<file path="src/hw/rtl/assert_macros.svh">
// Assertion macros shared by the datapath modules
`ifndef ASSERT_MACROS_SVH
`define ASSERT_MACROS_SVH

// same-cycle implication
`define PSE_ASSERT_IMP(lbl, clk, rst_n, ante, cons, msg) \
  lbl: assert property (@(posedge clk) disable iff (!rst_n) (ante) |-> (cons)) \
    else $error(msg);

// next-cycle implication
`define PSE_ASSERT_NXT(lbl, clk, rst_n, ante, cons, msg) \
  lbl: assert property (@(posedge clk) disable iff (!rst_n) (ante) |=> (cons)) \
    else $error(msg);

`endif

</file>
<file path="src/hw/rtl/pse_pkg.sv">
// Types and constants for the PCM sample edit datapath
package pse_pkg;

  typedef enum logic [2:0] {
    OP_FLIP   = 3'd0,
    OP_WIDEN  = 3'd1,
    OP_NARROW = 3'd2,
    OP_SUB    = 3'd3,
    OP_AMP    = 3'd4,
    OP_DELTA  = 3'd5,
    OP_INVERT = 3'd6
  } op_t;

  typedef enum logic [1:0] {
    REG_OPERATION = 2'd0,
    REG_WIDE      = 2'd1,
    REG_GAIN      = 2'd2,
    REG_DC_OFFSET = 2'd3
  } cfg_idx_t;

  localparam int unsigned GAIN_DIV    = 100;
  localparam int unsigned AMP_SHIFT   = 29;
  localparam int unsigned AMP_DIRECT_W = 22;
  localparam int unsigned AMP_RECIP_W = 23;
  localparam logic [AMP_RECIP_W-1:0] AMP_RECIP =
    AMP_RECIP_W'(((64'd1 << AMP_SHIFT) + GAIN_DIV - 1) / GAIN_DIV);

  localparam logic [15:0] GAIN_RESET = 16'(GAIN_DIV);
  localparam logic signed [15:0] MARK_LOW_RESET  = 16'sh7FFF;
  localparam logic signed [15:0] MARK_HIGH_RESET = 16'sh8000;

  typedef struct packed {
    op_t                op;
    logic               wide;
    logic [15:0]        gain;
    logic signed [15:0] dc;
  } cfg_t;

  typedef struct packed {
    logic [15:0] sample;
    logic        first;
  } in_req_t;

  typedef struct packed {
    logic signed [15:0] y;
    logic               amp;
    logic               neg;
    logic [30:0]        prod;
    logic signed [15:0] low;
    logic signed [15:0] high;
    logic signed [15:0] centre;
  } trk_req_t;

endpackage

</file>
<file path="src/hw/rtl/pcm_sample_edit_datapath.sv">
// Top level of the PCM sample edit datapath: config registers and stage chain
//
//  channel | direction | handshake          | payload
//  in_     | input     | in_valid/in_stall  | in_sample_in, in_first_sample
//  out_    | output    | out_valid/out_stall| out_sample_out, out_running_min/max,
//          |           |                    | out_centre_offset
//  cfg_    | input     | cfg_valid/cfg_ready| cfg_index, cfg_data
//
// One request a cycle unless stalled; each passes the input register, the
// tracking/gain product, divide-by-100 and saturation into the result register.
// Each stage holds its request while the next one stalls and refills bubbles.
// Sync active-low reset clears valids, marks, delta sum and config registers.
module pcm_sample_edit_datapath (
  input  logic               clk,
  input  logic               rst_n,
  input  logic               in_valid,
  output logic               in_stall,
  input  logic signed [15:0] in_sample_in,
  input  logic               in_first_sample,
  output logic               out_valid,
  input  logic               out_stall,
  output logic signed [15:0] out_sample_out,
  output logic signed [15:0] out_running_min,
  output logic signed [15:0] out_running_max,
  output logic signed [15:0] out_centre_offset,
  input  logic               cfg_valid,
  output logic               cfg_ready,
  input  logic [1:0]         cfg_index,
  input  logic [15:0]        cfg_data
);

  pse_pkg::cfg_t     cfg_r;
  pse_pkg::in_req_t  in_d, s0_d;
  pse_pkg::trk_req_t s1_d;
  logic              s0_valid, s0_stall, s1_valid, s1_stall;

  assign cfg_ready = 1'b1;

  always_ff @(posedge clk) begin
    if (!rst_n) begin
      cfg_r.op   <= pse_pkg::OP_FLIP;
      cfg_r.wide <= 1'b0;
      cfg_r.gain <= pse_pkg::GAIN_RESET;
      cfg_r.dc   <= 16'sd0;
    end else if (cfg_valid && cfg_ready) begin
      unique case (pse_pkg::cfg_idx_t'(cfg_index))
        pse_pkg::REG_OPERATION: cfg_r.op   <= pse_pkg::op_t'(cfg_data[2:0]);
        pse_pkg::REG_WIDE:      cfg_r.wide <= cfg_data[0];
        pse_pkg::REG_GAIN:      cfg_r.gain <= cfg_data;
        pse_pkg::REG_DC_OFFSET: cfg_r.dc   <= cfg_data;
        default: ;
      endcase
    end
  end

  assign in_d.sample = in_sample_in;
  assign in_d.first  = in_first_sample;

  pse_in_stage u_in (
    .clk       (clk),
    .rst_n     (rst_n),
    .in_valid  (in_valid),
    .in_stall  (in_stall),
    .in_d      (in_d),
    .out_valid (s0_valid),
    .out_stall (s0_stall),
    .out_d     (s0_d)
  );

  pse_trk_stage u_trk (
    .clk       (clk),
    .rst_n     (rst_n),
    .cfg       (cfg_r),
    .in_valid  (s0_valid),
    .in_stall  (s0_stall),
    .in_d      (s0_d),
    .out_valid (s1_valid),
    .out_stall (s1_stall),
    .out_d     (s1_d)
  );

  pse_out_stage u_out (
    .clk               (clk),
    .rst_n             (rst_n),
    .wide              (cfg_r.wide),
    .in_valid          (s1_valid),
    .in_stall          (s1_stall),
    .in_d              (s1_d),
    .out_valid         (out_valid),
    .out_stall         (out_stall),
    .out_sample_out    (out_sample_out),
    .out_running_min   (out_running_min),
    .out_running_max   (out_running_max),
    .out_centre_offset (out_centre_offset)
  );

endmodule

</file>
<file path="src/hw/rtl/pse_in_stage.sv">
// Input register stage
module pse_in_stage (
  input  logic            clk,
  input  logic            rst_n,
  input  logic            in_valid,
  output logic            in_stall,
  input  pse_pkg::in_req_t in_d,
  output logic            out_valid,
  input  logic            out_stall,
  output pse_pkg::in_req_t out_d
);

  logic            valid_r;
  pse_pkg::in_req_t d_r;
  logic            en;

  assign en       = !valid_r || !out_stall;
  assign in_stall = !en;

  always_ff @(posedge clk) begin
    if (!rst_n) begin
      valid_r <= 1'b0;
    end else if (en) begin
      valid_r <= in_valid;
    end
  end

  always_ff @(posedge clk) begin
    if (en && in_valid) begin
      d_r <= in_d;
    end
  end

  assign out_valid = valid_r;
  assign out_d     = d_r;

endmodule

</file>
<file path="src/hw/rtl/pse_trk_stage.sv">
// Tracking stage: min/max, delta sum, simple operations and gain product
`include "assert_macros.svh"
module pse_trk_stage (
  input  logic             clk,
  input  logic             rst_n,
  input  pse_pkg::cfg_t    cfg,
  input  logic             in_valid,
  output logic             in_stall,
  input  pse_pkg::in_req_t in_d,
  output logic             out_valid,
  input  logic             out_stall,
  output pse_pkg::trk_req_t out_d
);

  logic               valid_r;
  pse_pkg::trk_req_t  d_r;
  pse_pkg::trk_req_t  d_nxt;
  logic signed [15:0] low_r, low_nxt;
  logic signed [15:0] high_r, high_nxt;
  logic signed [15:0] delta_r, delta_nxt;
  logic signed [15:0] x;
  logic signed [15:0] base;
  logic signed [15:0] y_raw;
  logic signed [15:0] dsum;
  logic signed [16:0] csum;
  logic [15:0]        absx;
  logic [31:0]        prod;
  logic               en;
  logic               load;

  assign en       = !valid_r || !out_stall;
  assign in_stall = !en;
  assign load     = en && in_valid;

  assign x = cfg.wide ? in_d.sample : {{8{in_d.sample[7]}}, in_d.sample[7:0]};

  always_comb begin
    if (in_d.first) begin
      low_nxt  = x;
      high_nxt = x;
    end else begin
      low_nxt  = (x < low_r) ? x : low_r;
      high_nxt = (x > high_r) ? x : high_r;
    end
  end

  assign base = in_d.first ? 16'sd0 : delta_r;
  assign dsum = base + x;
  assign csum = 17'(high_nxt) + 17'(low_nxt) + 17'sd1;

  always_comb begin
    delta_nxt = base;
    y_raw     = x;
    case (cfg.op)
      pse_pkg::OP_FLIP:   y_raw = x ^ (cfg.wide ? 16'h8000 : 16'h0080);
      pse_pkg::OP_WIDEN:  y_raw = cfg.wide ? x : {x[7:0], 8'h00};
      pse_pkg::OP_NARROW: y_raw = cfg.wide ? (x >>> 8) : x;
      pse_pkg::OP_SUB:    y_raw = x - cfg.dc;
      pse_pkg::OP_AMP:    y_raw = 16'sd0;
      pse_pkg::OP_DELTA: begin
        y_raw     = dsum;
        delta_nxt = cfg.wide ? dsum : {{8{dsum[7]}}, dsum[7:0]};
      end
      pse_pkg::OP_INVERT: y_raw = ~x;
      default:            y_raw = x;
    endcase
  end

  assign absx = x[15] ? 16'(-x) : 16'(x);
  assign prod = 32'(absx) * 32'(cfg.gain);

  always_comb begin
    d_nxt.y = y_raw;
    if (!cfg.wide && cfg.op != pse_pkg::OP_WIDEN) begin
      d_nxt.y = {{8{y_raw[7]}}, y_raw[7:0]};
    end
    d_nxt.amp    = (cfg.op == pse_pkg::OP_AMP);
    d_nxt.neg    = x[15];
    d_nxt.prod   = prod[30:0];
    d_nxt.low    = low_nxt;
    d_nxt.high   = high_nxt;
    d_nxt.centre = csum[16:1];
  end

  always_ff @(posedge clk) begin
    if (!rst_n) begin
      valid_r <= 1'b0;
      low_r   <= pse_pkg::MARK_LOW_RESET;
      high_r  <= pse_pkg::MARK_HIGH_RESET;
      delta_r <= 16'sd0;
    end else begin
      if (en) begin
        valid_r <= in_valid;
      end
      if (load) begin
        low_r   <= low_nxt;
        high_r  <= high_nxt;
        delta_r <= delta_nxt;
      end
    end
  end

  always_ff @(posedge clk) begin
    if (load) begin
      d_r <= d_nxt;
    end
  end

  assign out_valid = valid_r;
  assign out_d     = d_r;

  `PSE_ASSERT_NXT(a_first_marks_equal, clk, rst_n, load && in_d.first,
                  low_r == high_r, "restart left min and max apart")
  `PSE_ASSERT_NXT(a_marks_ordered, clk, rst_n, load, low_r <= high_r,
                  "running min above running max")
  `PSE_ASSERT_NXT(a_delta_hold, clk, rst_n,
                  load && !in_d.first && cfg.op != pse_pkg::OP_DELTA,
                  $stable(delta_r), "delta sum moved outside delta decode")

endmodule

</file>
<file path="src/hw/rtl/pse_out_stage.sv">
// Result stage: divide gain product by 100, saturate, result register
`include "assert_macros.svh"
module pse_out_stage (
  input  logic                     clk,
  input  logic                     rst_n,
  input  logic                     wide,
  input  logic                     in_valid,
  output logic                     in_stall,
  input  pse_pkg::trk_req_t        in_d,
  output logic                     out_valid,
  input  logic                     out_stall,
  output logic signed [15:0]       out_sample_out,
  output logic signed [15:0]       out_running_min,
  output logic signed [15:0]       out_running_max,
  output logic signed [15:0]       out_centre_offset
);

  localparam int unsigned QM_W = pse_pkg::AMP_DIRECT_W + pse_pkg::AMP_RECIP_W;

  logic                                 valid_r;
  logic signed [15:0]                   sample_r, min_r, max_r, centre_r;
  logic signed [15:0]                   amp_y;
  logic                                 big;
  logic [pse_pkg::AMP_DIRECT_W-1:0]     n_lo;
  logic [QM_W-1:0]                      qm;
  logic [15:0]                          q;
  logic [16:0]                          mag, pos_lim, neg_lim, neg_val;
  logic                                 en;

  assign en       = !valid_r || !out_stall;
  assign in_stall = !en;

  assign big  = |in_d.prod[30:pse_pkg::AMP_DIRECT_W];
  assign n_lo = in_d.prod[pse_pkg::AMP_DIRECT_W-1:0];
  assign qm   = QM_W'(n_lo) * QM_W'(pse_pkg::AMP_RECIP);
  assign q    = qm[pse_pkg::AMP_SHIFT +: 16];
  assign mag  = big ? 17'h0FFFF : {1'b0, q};

  assign pos_lim = wide ? 17'd32767 : 17'd127;
  assign neg_lim = wide ? 17'd32768 : 17'd128;
  assign neg_val = (mag >= neg_lim) ? (17'd0 - neg_lim) : (17'd0 - mag);

  always_comb begin
    if (in_d.neg) begin
      amp_y = neg_val[15:0];
    end else if (mag > pos_lim) begin
      amp_y = pos_lim[15:0];
    end else begin
      amp_y = mag[15:0];
    end
  end

  always_ff @(posedge clk) begin
    if (!rst_n) begin
      valid_r <= 1'b0;
    end else if (en) begin
      valid_r <= in_valid;
    end
  end

  always_ff @(posedge clk) begin
    if (en && in_valid) begin
      sample_r <= in_d.amp ? amp_y : in_d.y;
      min_r    <= in_d.low;
      max_r    <= in_d.high;
      centre_r <= in_d.centre;
    end
  end

  assign out_valid         = valid_r;
  assign out_sample_out    = sample_r;
  assign out_running_min   = min_r;
  assign out_running_max   = max_r;
  assign out_centre_offset = centre_r;

  `PSE_ASSERT_IMP(a_amp_in_range, clk, rst_n, in_valid && in_d.amp,
                  $signed(amp_y) >= -32768 && (wide || ($signed(amp_y) <= 127
                  && $signed(amp_y) >= -128)), "gain result outside sample width")
  `PSE_ASSERT_NXT(a_held_on_stall, clk, rst_n, valid_r && out_stall,
                  valid_r && $stable(sample_r) && $stable(centre_r),
                  "result lost while stalled")
  `PSE_ASSERT_IMP(a_zero_gain, clk, rst_n, in_valid && in_d.amp && in_d.prod == 31'd0,
                  amp_y == 16'sd0, "zero product gave a non-zero result")

endmodule

</file>
<file path="config.mk">
export PLATFORM = sky130hd
export DESIGN_NAME = pcm_sample_edit_datapath
export DESIGN_NICKNAME = d
export VERILOG_FILES = /design/src/hw/rtl/pse_pkg.sv /design/src/hw/rtl/pcm_sample_edit_datapath.sv /design/src/hw/rtl/pse_in_stage.sv /design/src/hw/rtl/pse_trk_stage.sv /design/src/hw/rtl/pse_out_stage.sv
export VERILOG_INCLUDE_DIRS = /design/src /design/src/hw/rtl
export SDC_FILE = /design/constraint.sdc
export NUM_CORES = 2
export LEC_CHECK = 0
export BUFFER_PORTS_ARGS = -buffer_cell sky130_fd_sc_hd__buf_2
export CAP_MARGIN = 0
export CORE_UTILIZATION = 50
export DETAILED_ROUTE_END_ITERATION = 6
export GPL_ROUTABILITY_DRIVEN = 0
export GPL_TIMING_DRIVEN = 0
export PLACE_DENSITY = 0.78
export SLEW_MARGIN = 20
export SYNTH_ARGS = -nofsm -noshare
export SYNTH_HDL_FRONTEND = slang
export SYNTH_SLANG_ARGS = --single-unit
</file>
<file path="constraint.sdc">
create_clock -name clk -period 8 [get_ports clk]
set_input_delay 0.4 -clock clk [delete_from_list [all_inputs] [get_ports clk]]
set_output_delay 0.4 -clock clk [all_outputs]
set_load 0.02 [all_outputs]
</file>
==> summary.md <==
| Metric | Value |
|---|---|
| Final cell area excluding filler cells | `0.03756 mm2` |
| RSZ-0062 raised after global routing | `yes` |
| Place WS | `-2.218 ns` |
| Average size of a mapped cell | `between 9 and 10 um2` |
| Layout Nets | `4569` |
| Final Hold Fails | `0` |
| Hold Crit Class | `input port to flop` |
| Initial antenna violation count | `0` |
| Drt via density | `5.917` |
| Area growth from synthesis to layout | `18.80%` |
| Cell variety after synth | `roughly 80` |
| Commonest cells after routing, fill and taps aside | `inv_1 (605), ha_1 (387), fa_1 (356)` |
| FP Rows | `~90` |
| Crit Path Category | `flop to flop` |
| Slowest stage delay, CP | `0.60 ns` |
| Post-synthesis sequential area ratio | `22.41%` |
| Max Slew Vio Count | `0` |
| Most common cell after layout, fill and taps aside | `inv_1` |
| Synth Flop Type | `edfxtp_1` |
| Clock insertion delay at the later pin of the skew report | `0.58 ns` |
| Fmax | `around 0.11 GHz` |
| Die Wd | `roughly 250 um` |
| Mapped Nets | `4227` |
| Die height | `roughly 250 um` |
| Reg-to-Reg End | `u_out.out_sample_out[14]$_DFFE_PP_` |
| Clk slew on worst S/H paths | `approximately 0.07 ns` |
| Post-synth EDFFs | `~180` |
| Post-Layout Cell Count | `about 4600` |
| Die Footprint | `approximately 0.064 mm2` |
| Status | `finished with violations` |
| Reg2Reg Setup Slack | `-0.83 ns` |
| Inst Count DP | `~4300` |
| Port Buffers | `~100` |
| Core Region | `a little over 0.06 mm2` |
| Depth of the CTS H-tree | `1` |
| WHS Path Cells | `1` |
| Final setup vio count | `20` |
| Max cap viols | `0` |
| Worst setup EP type | `flop` |
| Slowest cell on the critical path | `fa_2` |
| CP Launch Type | `flop` |
| Global-route wire length before repair | `around 140000 um` |
| All-layer global routing usage | `28.77%` |
| DP HPWL | `68170 um` |
| Largest net degree at the start of global routing | `37` |
| Slew headroom | `around 25%` |
| Worst Max-Slew Pin Slew | `about 1.1 ns` |
| Antenna diodes | `0` |
| Most numerous cell on the critical path | `fa_1` |
| Antenna Nets Post-Route | `0` |
| Total routed wirelength | `approximately 100000 um` |
| Fraction of layout cells with a size suffix above 1 | `between 15 and 20%` |
| Number of synthesis warnings | `0` |
| Worst EP required | `a little over 8 ns` |
| Crit Reg-Reg Startpoint | `u_trk.out_d[55]$_DFFE_PP_` |
| Bufs on Longest Clock Path | `3` |
| Asr flop ratio synth | `0%` |
| Clock root buffer | `clkbuf_16` |
| WHS | `just under 0.008 ns` |
| Period minus WS final | `between 8 and 9 ns` |
| Residual DRC | `116` |
| Fill cell count | `4700` |
| Worst Path Arrival | `between 9 and 10 ns` |
| Crit share post-route | `110.3%` |
| Gate count of the mapped netlist | `roughly 3400` |
| Initial Util | `50.95%` |
| CTS tree | `yes` |
| Area of the multi-input gates | `around 0.023 mm2` |
| Vias in the first global route | `around 27000` |
| Total grt overflow | `0` |
| Reg2reg path depth | `32` |
| Synthesized area | `0.03162 mm2` |
| CTS buffer count | `28` |
| Clock sink total | `approximately 270` |
| Hold_sp | `in_first_sample` |
| Via Count | `about 27000` |
| Area taken by flip-flops and latches | `0.007087 mm2` |
| Worst clock skew | `between 0.015 and 0.02 ns` |
| Crit-path max FO | `7` |
| Drt first-iter violations | `around 3300` |
| Worst-case hold path end point | `u_in.out_d[0]$_DFFE_PP_` |
| Ports | `107` |
| Final Worst Setup Slack | `-0.8256 ns` |
| Failing checks | `design-rule violations, negative setup slack` |
| Flops & latches, synth | `265` |
| Placement Cell Area | `0.03348 mm2` |
| DRT Pass-1 Iters | `7` |
| Wire per inst | `roughly 21 um` |
-- logic make-up (layout without fill, tap and decap cells) --
family          Yosys count  in the layout  synth area share (%)
compound gates          582            582                 11.80
xor+xnor                 86             86                 2.382
fa+ha+maj               801            801                 40.58
buf+inv                 758           1122                 9.038
flops                   265            265                 22.41
mux                      21             21                0.7083
other cells               1              1               0.01186
simple gates            872            872                 13.07
-- layout make-up --
cell class / instances / area share [%]
clock inverters: 22 / 0.6329
inverters: 644 / 6.439
plain buffers: 106 / 1.569
repair buffers: 320 / 6.509
multi-input cells: 2363 / 61.26
clock buffers: 30 / 1.942
well taps: 837 / 2.788
flip-flops and latches: 265 / 18.87
-- critical path: cells and delay by family, from the launching register on --
family                   cells  cell delay [ns]
AND/OR/NAND/NOR              6             1.21
buffers and inverters        6             0.70
flip-flops                   1             0.46
AO/OA/AOI/OAI               11             2.37
adder cells (fa/ha/maj)      9             3.81
-- routing by layer --
| metal | global-route usage [%] | up-vias | share of wire [%] |
|---|---|---|---|
| met4 | 14.49 | 0 | 6.7 |
| met3 | 4.927 | 529 | 10 |
| li1 | - | 11890 | - |
| met5 | 0 | - | 0 |
| met2 | 46.21 | 1641 | 45 |
| met1 | 37.44 | 13080 | 38 |
-- synthesized netlist by cell type, drive strengths merged (5+ instances only) --
master     n  area share [%]
inv      643             7.6
ha       427              17
fa       374              24
nand2    364             4.3
a21oi    184             2.9
edfxtp   178              17
nor2     148             1.8
o21ai    126             2.0
and2     121             2.4
clkbuf   103             1.2
dfxtp     87             5.5
xnor2     65             1.8
a21o      52             1.2
nor3      42            0.66
nand3     36            0.57
and3      35            0.71
nor2b     34            0.67
o211ai    33            0.83
a211oi    26            0.62
nand4     24            0.47
o21bai    24            0.57
xor2      21            0.58
o21a      15            0.36
a31oi     14            0.28
nor4      12            0.24
buf       11            0.17
mux2      11            0.39
nand2b    11            0.22
or3       11            0.23
a21boi    10            0.24
mux2i     10            0.32
a2111oi    9            0.25
or2        9            0.18
o22ai      8            0.16
a221oi     7            0.19
a211o      6            0.17
nand3b     6            0.14
o221ai     6            0.17
a22oi      5            0.12
a32oi      5            0.14
o2bb2ai    5            0.14
o311ai     5            0.14
o31ai      5            0.12
-- sequential cells by signal, summed over array words and instances (netlist names) --
register / count
u_trk.high_r: 16
u_out.out_centre_offset: 16
u_out.out_running_max: 16
u_trk.delta_r: 16
u_in.out_d: 17
u_out.out_running_min: 16
u_in.out_valid: 1
u_trk.out_valid: 1
u_trk.out_d: 97
u_trk.low_r: 16
u_out.out_sample_out: 16
cfg_r: 36
u_out.out_valid: 1
-- worst max path at each step --
stage                     depth (start not counted)                 startpoint                            endpoint
after global routing                             30  u_trk.out_d[59]$_DFFE_PP_   u_out.out_sample_out[3]$_DFFE_PP_
after CTS                                        32  u_trk.out_d[62]$_DFFE_PP_   u_out.out_sample_out[3]$_DFFE_PP_
final                                            32  u_trk.out_d[55]$_DFFE_PP_  u_out.out_sample_out[14]$_DFFE_PP_
after floorplan                                  28  u_trk.out_d[59]$_DFFE_PP_   u_out.out_sample_out[6]$_DFFE_PP_
after global placement                           33    u_in.out_d[8]$_DFFE_PP_           u_trk.out_d[78]$_DFFE_PP_
after detailed placement                         33    u_in.out_d[8]$_DFFE_PP_           u_trk.out_d[78]$_DFFE_PP_
-- what timing repair did --
item                                    4_1_cts  5_1_grt
buffers inserted                            135       65
pin swaps                                    74      131
endpoints found under the setup margin       37       25
hold buffers                                  9        1
endpoints found under the hold margin         9        1
resized for setup                           189      179
-- through the flow --
| stage | TNS (ns) | utilization, % |
|---|---|---|
| after floorplan | -0.04714 | - |
| after global placement | -45.20 | 53.66 |
| after detailed placement | -45.98 | 53.96 |
| after CTS | -6.379 | 58.59 |
| after global routing | -15.57 | 60.53 |
| final | -11.78 | 60.53 |
Power is not shown: default switching activity piles up to over one toggle a cycle in this logic, so the estimate is an artifact.
